<file path="config.mk">
export PLATFORM = sky130hd
export DESIGN_NAME = lrwr_ram
export DESIGN_NICKNAME = d
export VERILOG_FILES = /design/src/rtl/lrwr_ram.sv
export SDC_FILE = /design/constraint.sdc
export NUM_CORES = 1
export LEC_CHECK = 0
export BUFFER_PORTS_ARGS = -buffer_cell sky130_fd_sc_hd__buf_2
export CAP_MARGIN = 20
export CORE_ASPECT_RATIO = 0.5
export CORE_UTILIZATION = 45
export CTS_BUF_LIST = sky130_fd_sc_hd__clkbuf_16
export CTS_CLUSTER_DIAMETER = 60
export DETAILED_ROUTE_END_ITERATION = 6
export PLACE_DENSITY = 0.74
export SETUP_SLACK_MARGIN = 0.05
export SLEW_MARGIN = 30
export SYNTH_ARGS = -nofsm -noshare
export SYNTH_HDL_FRONTEND = slang
export SYNTH_SLANG_ARGS = --single-unit
export TNS_END_PERCENT = 20
</file>
<file path="constraint.sdc">
create_clock -name clock -period 1.9 [get_ports clock]
set_input_delay 0.095 -clock clock [delete_from_list [all_inputs] [get_ports clock]]
set_output_delay 0.095 -clock clock [all_outputs]
set_load 0.01 [all_outputs]
</file>
<file path="src/rtl/lrwr_ram.sv">
`timescale 1ns / 1ps
// ----------------------------------------------------------------------------
// lrwr_ram
// Simple dual-port RAM, one write and one registered read port.
// ----------------------------------------------------------------------------
module lrwr_ram #(
   parameter int WIDTH = 8,
   parameter int DEPTH = 16
) (
   input  logic                     clock,
   input  logic                     wr_en,
   input  logic [$clog2(DEPTH)-1:0] wr_addr,
   input  logic [WIDTH-1:0]         wr_data,
   input  logic                     rd_en,
   input  logic [$clog2(DEPTH)-1:0] rd_addr,
   output logic [WIDTH-1:0]         rd_data
);

   logic [WIDTH-1:0] mem [DEPTH];

   always_ff @(posedge clock) begin
      if (wr_en) begin
         mem[wr_addr] <= wr_data;
      end
      if (rd_en) begin
         rd_data <= mem[rd_addr];
      end
   end

endmodule

</file>
Yosys cells after proc, flatten, opt, wreduce, memory -nomap -nowiden --
Memories as Yosys holds them, arrays and structs flattened. A register that Yosys moved wholly into a read port is not among the register bits. Index checks and enable logic that the tools add are counted. Widths: inputs -> output; s select.
Cells by class: muxes and demuxes 2
Operators by type and width (count):
- $mux 1 | 2
Storage, ports and cells: register bits 0, memory bits (writable) 128, bits of input ports 19, output and inout port bits 8, logic and storage cells 3, memories 1
Memories:
- mem | words 16, width 8, rd ports 1, clocked after Yosys merged registers in 1, wr ports 1, RTL line 19 | logic [WIDTH-1:0] mem [DEPTH];

Depth between registers and ports, before layout --
depth in word-level cells 2, gate-level depth with buffers 5, mapped depth without buffers 3

Least setup slack after synthesis --
No wires, ideal clock.
kind input -> register, start in wr_addr[2], end mem mem[0][0], enable pin, library setup time 383 ps, arrival time 1205 ps, data required time 1517 ps, slack 312 ps, stages 2, buffers on the path 0, cell sequence or3b_2 -> nor3_1
RTL lines:
- start, declared | RTL line 12 | input logic [$clog2(DEPTH)-1:0] wr_addr,
- end, declared | RTL line 19
No word-level cell before the write port.

==> flow_summary.ini <==
[power_and_ir_drop]
p_leak_nw = 2.13
powerDensity_nw_per_um2 = 1100
ir_drop_mv = 0.607

[cells_and_area]
mostFrequentLayoutCells = 136 x edfxtp_1, 26 x buf_2, 19 x buf_4, 18 x mux4_2, 17 x clkbuf_16
drive_gt1_share_pct = 31.5
areaGrowthSynthToFinish_pct = 19.1
finalInstanceArea_sq_um = 6220
layout_commonest_cell = edfxtp_1
n_antenna_cell = 0
multi_input_area_sq_um = 1060
fillers = 773
register_area_sq_um = 4080
nets = 305

[sta]
rsz0062_at_grt = no
final-hold-violation-count = 0
max_slew_margin_pct = 60.9
max_freq_mhz = 640
setup_viol = 0
slew_violations = 0
post-route-period-util_pct = 82.2
fin_setup_tns_ns = 0
layout_min_cycle_time_ns = 1.56
setup_slack_ns = 0.338
fin_worst_skew_ns = 0.0114
worst_pin_slew_ns = 0.585

[routing]
detail_route.vias_per_cell = 5.72
drt_wl_total_mm = 10.3
drt-pass1-iter-count = 5
ant_nets = 0
drt_iter0_drc = 219
remaining_drc_errors = 0
via_count = 2535
wl_per_cell_microns = 23.2

[place]
place_hpwl_mm = 6.43
portBuffers = 26
place_ws_ns = 0.164
place_congestion = 0.772
placed_area_sq_um = 5660

[global_route]
grt_usage_pct = 18.6
grt_pass1_vias = 2593
gr-total-overflow = 0
grt_first_pass_wirelength_mm = 15.7
antenna_found_initial = 0
grt_max_degree = 33

[floorplan]
die-area_sq_um = 12100
die_w_microns = 154
io_pins = 27
rows = 27
initial_core_util_pct = 46.9
coreArea_sq_um = 11100
die_height_microns = 78.2

[setup_path]
crit_fanout = 1
startpoint_type = flop
worst_ep_arrival_time_ns = 1.70
cp.required_ns = 2.04
slowest_delay_ns = 0.54
crit_slowest_cell = mux4_1
end_kind = flop
path_cells = mux4_1, a22oi_1, nand2_1
critPathKind = reg2reg

[logic_synthesis]
syn_area_sq_um = 5230
syn_inst = 229
yosysWarnings = 0
syn_area_per_cell_sq_um = 22.8
synth.distinct_cells = 18
yosysSeqAreaShare_pct = 78.1
synthesis.nets = 248
ys_seq_elements = 136

[clock_network]
clk_latency_ns = 0.41
cts_sinks = 136
cts-buffers-inserted = 17
clock-root-buffer = clkbuf_16
postCtsHoldBufs = 0
post_cts_resized = 0
h-tree-depth = 4
cts.clk_slew.worst_paths_ns = 0.06
cts_tree = done
clk_path_buf_depth = 2
cts_setup_buffers = 0

[status]
outcome = finished clean

[flow_run]
cap_viol_max_count = 0

[hold_path]
hp-class = in2reg
cells in the mapped netlist:
cell type	n	area [sq um]
edfxtp_1	136	4080
mux4_2	18	405
a22oi_1	16	120
mux4_1	14	368
nor2_1	13	48.8
nand2_1	9	33.8
nor3_1	4	20.0
buf_2	3	15.0
buf_6	3	33.8
clkdlybuf4s25_2	3	30.0
nand2b_1	2	12.5
nand3b_1	2	15.0
and2_1	1	6.26
and2b_1	1	7.51
buf_4	1	7.51
nand3_1	1	5.00
nor2b_1	1	6.26
or3b_2	1	8.76
state kept, by name, indices dropped and copies added, names as in the netlist:
register  count
mem         128
rd_data       8
per-layer routing:
metal / part of all wire (%) / up-vias / GRT usage [%]
li1: - / 1095 / -
met1: 44 / 1331 / 25.8
met2: 48 / 103 / 27.8
met3: 7.5 / 6 / 7.12
met4: 0.62 / 0 / 5.15
met5: 0 / - / 0
cells by family after synthesis:
| logic type | Yosys count | synth area share [%] |
|---|---|---|
| DFF | 136 | 78.1 |
| and+or+nand+nor | 35 | 3.14 |
| muxes | 32 | 14.8 |
| AOI/OAI and AO/OA | 16 | 2.30 |
| buffers and inverters | 10 | 1.65 |
critical path: cells and delay by family (launching register included):
kind             cells  cell delay (ns)
AO/OA/AOI/OAI        1             0.27
flip-flops           1             0.37
multiplexers         1             0.54
AND/OR/NAND/NOR      1             0.12
metrics by stage:
stage	util [%]	cells	hold WS, ns	power (mW)
global route	55.8	443	0.0598	7.07
floorplan	-	229	0.194	3.63
CTS	55.8	443	0.0629	6.91
detailed placement	50.7	412	0.492	3.79
finish	55.8	443	0.0727	6.87
global placement	50.7	412	0.470	3.77
where the power goes:
group | internal [mW] | leakage [nW] | switching (mW) | total, mW
sequential | 3.38 | 1.24 | 0.0186 | 3.40
combinational | 0.139 | 0.602 | 0.185 | 0.324
clock | 2.02 | 0.293 | 1.13 | 3.15
total | 5.54 | 2.13 | 1.33 | 6.87
final cells by class:
| type | count | share of cell area (%) |
|---|---|---|
| Sequential cell | 136 | 65.6 |
| Clock inverter | 14 | 2.29 |
| Timing Repair Buffer | 48 | 5.35 |
| Clock buffer | 17 | 6.84 |
| Multi-Input combinational cell | 83 | 17.0 |
| Tap cell | 145 | 2.92 |
worst paths after layout:
| path | start | to | slack, ns | cells after the start |
|---|---|---|---|---|
| worst min register to register | mem[12][1] | rd_data[1] | 0.74 | 3 |
| worst max-delay path | mem[5][3] | rd_data[3] | 0.34 | 3 |
| worst max register to register | mem[5][3] | rd_data[3] | 0.34 | 3 |
| worst min-delay path | rd_en | rd_data[2] | 0.07 | 1 |
Note: power is estimated with default switching activity, not from simulation.
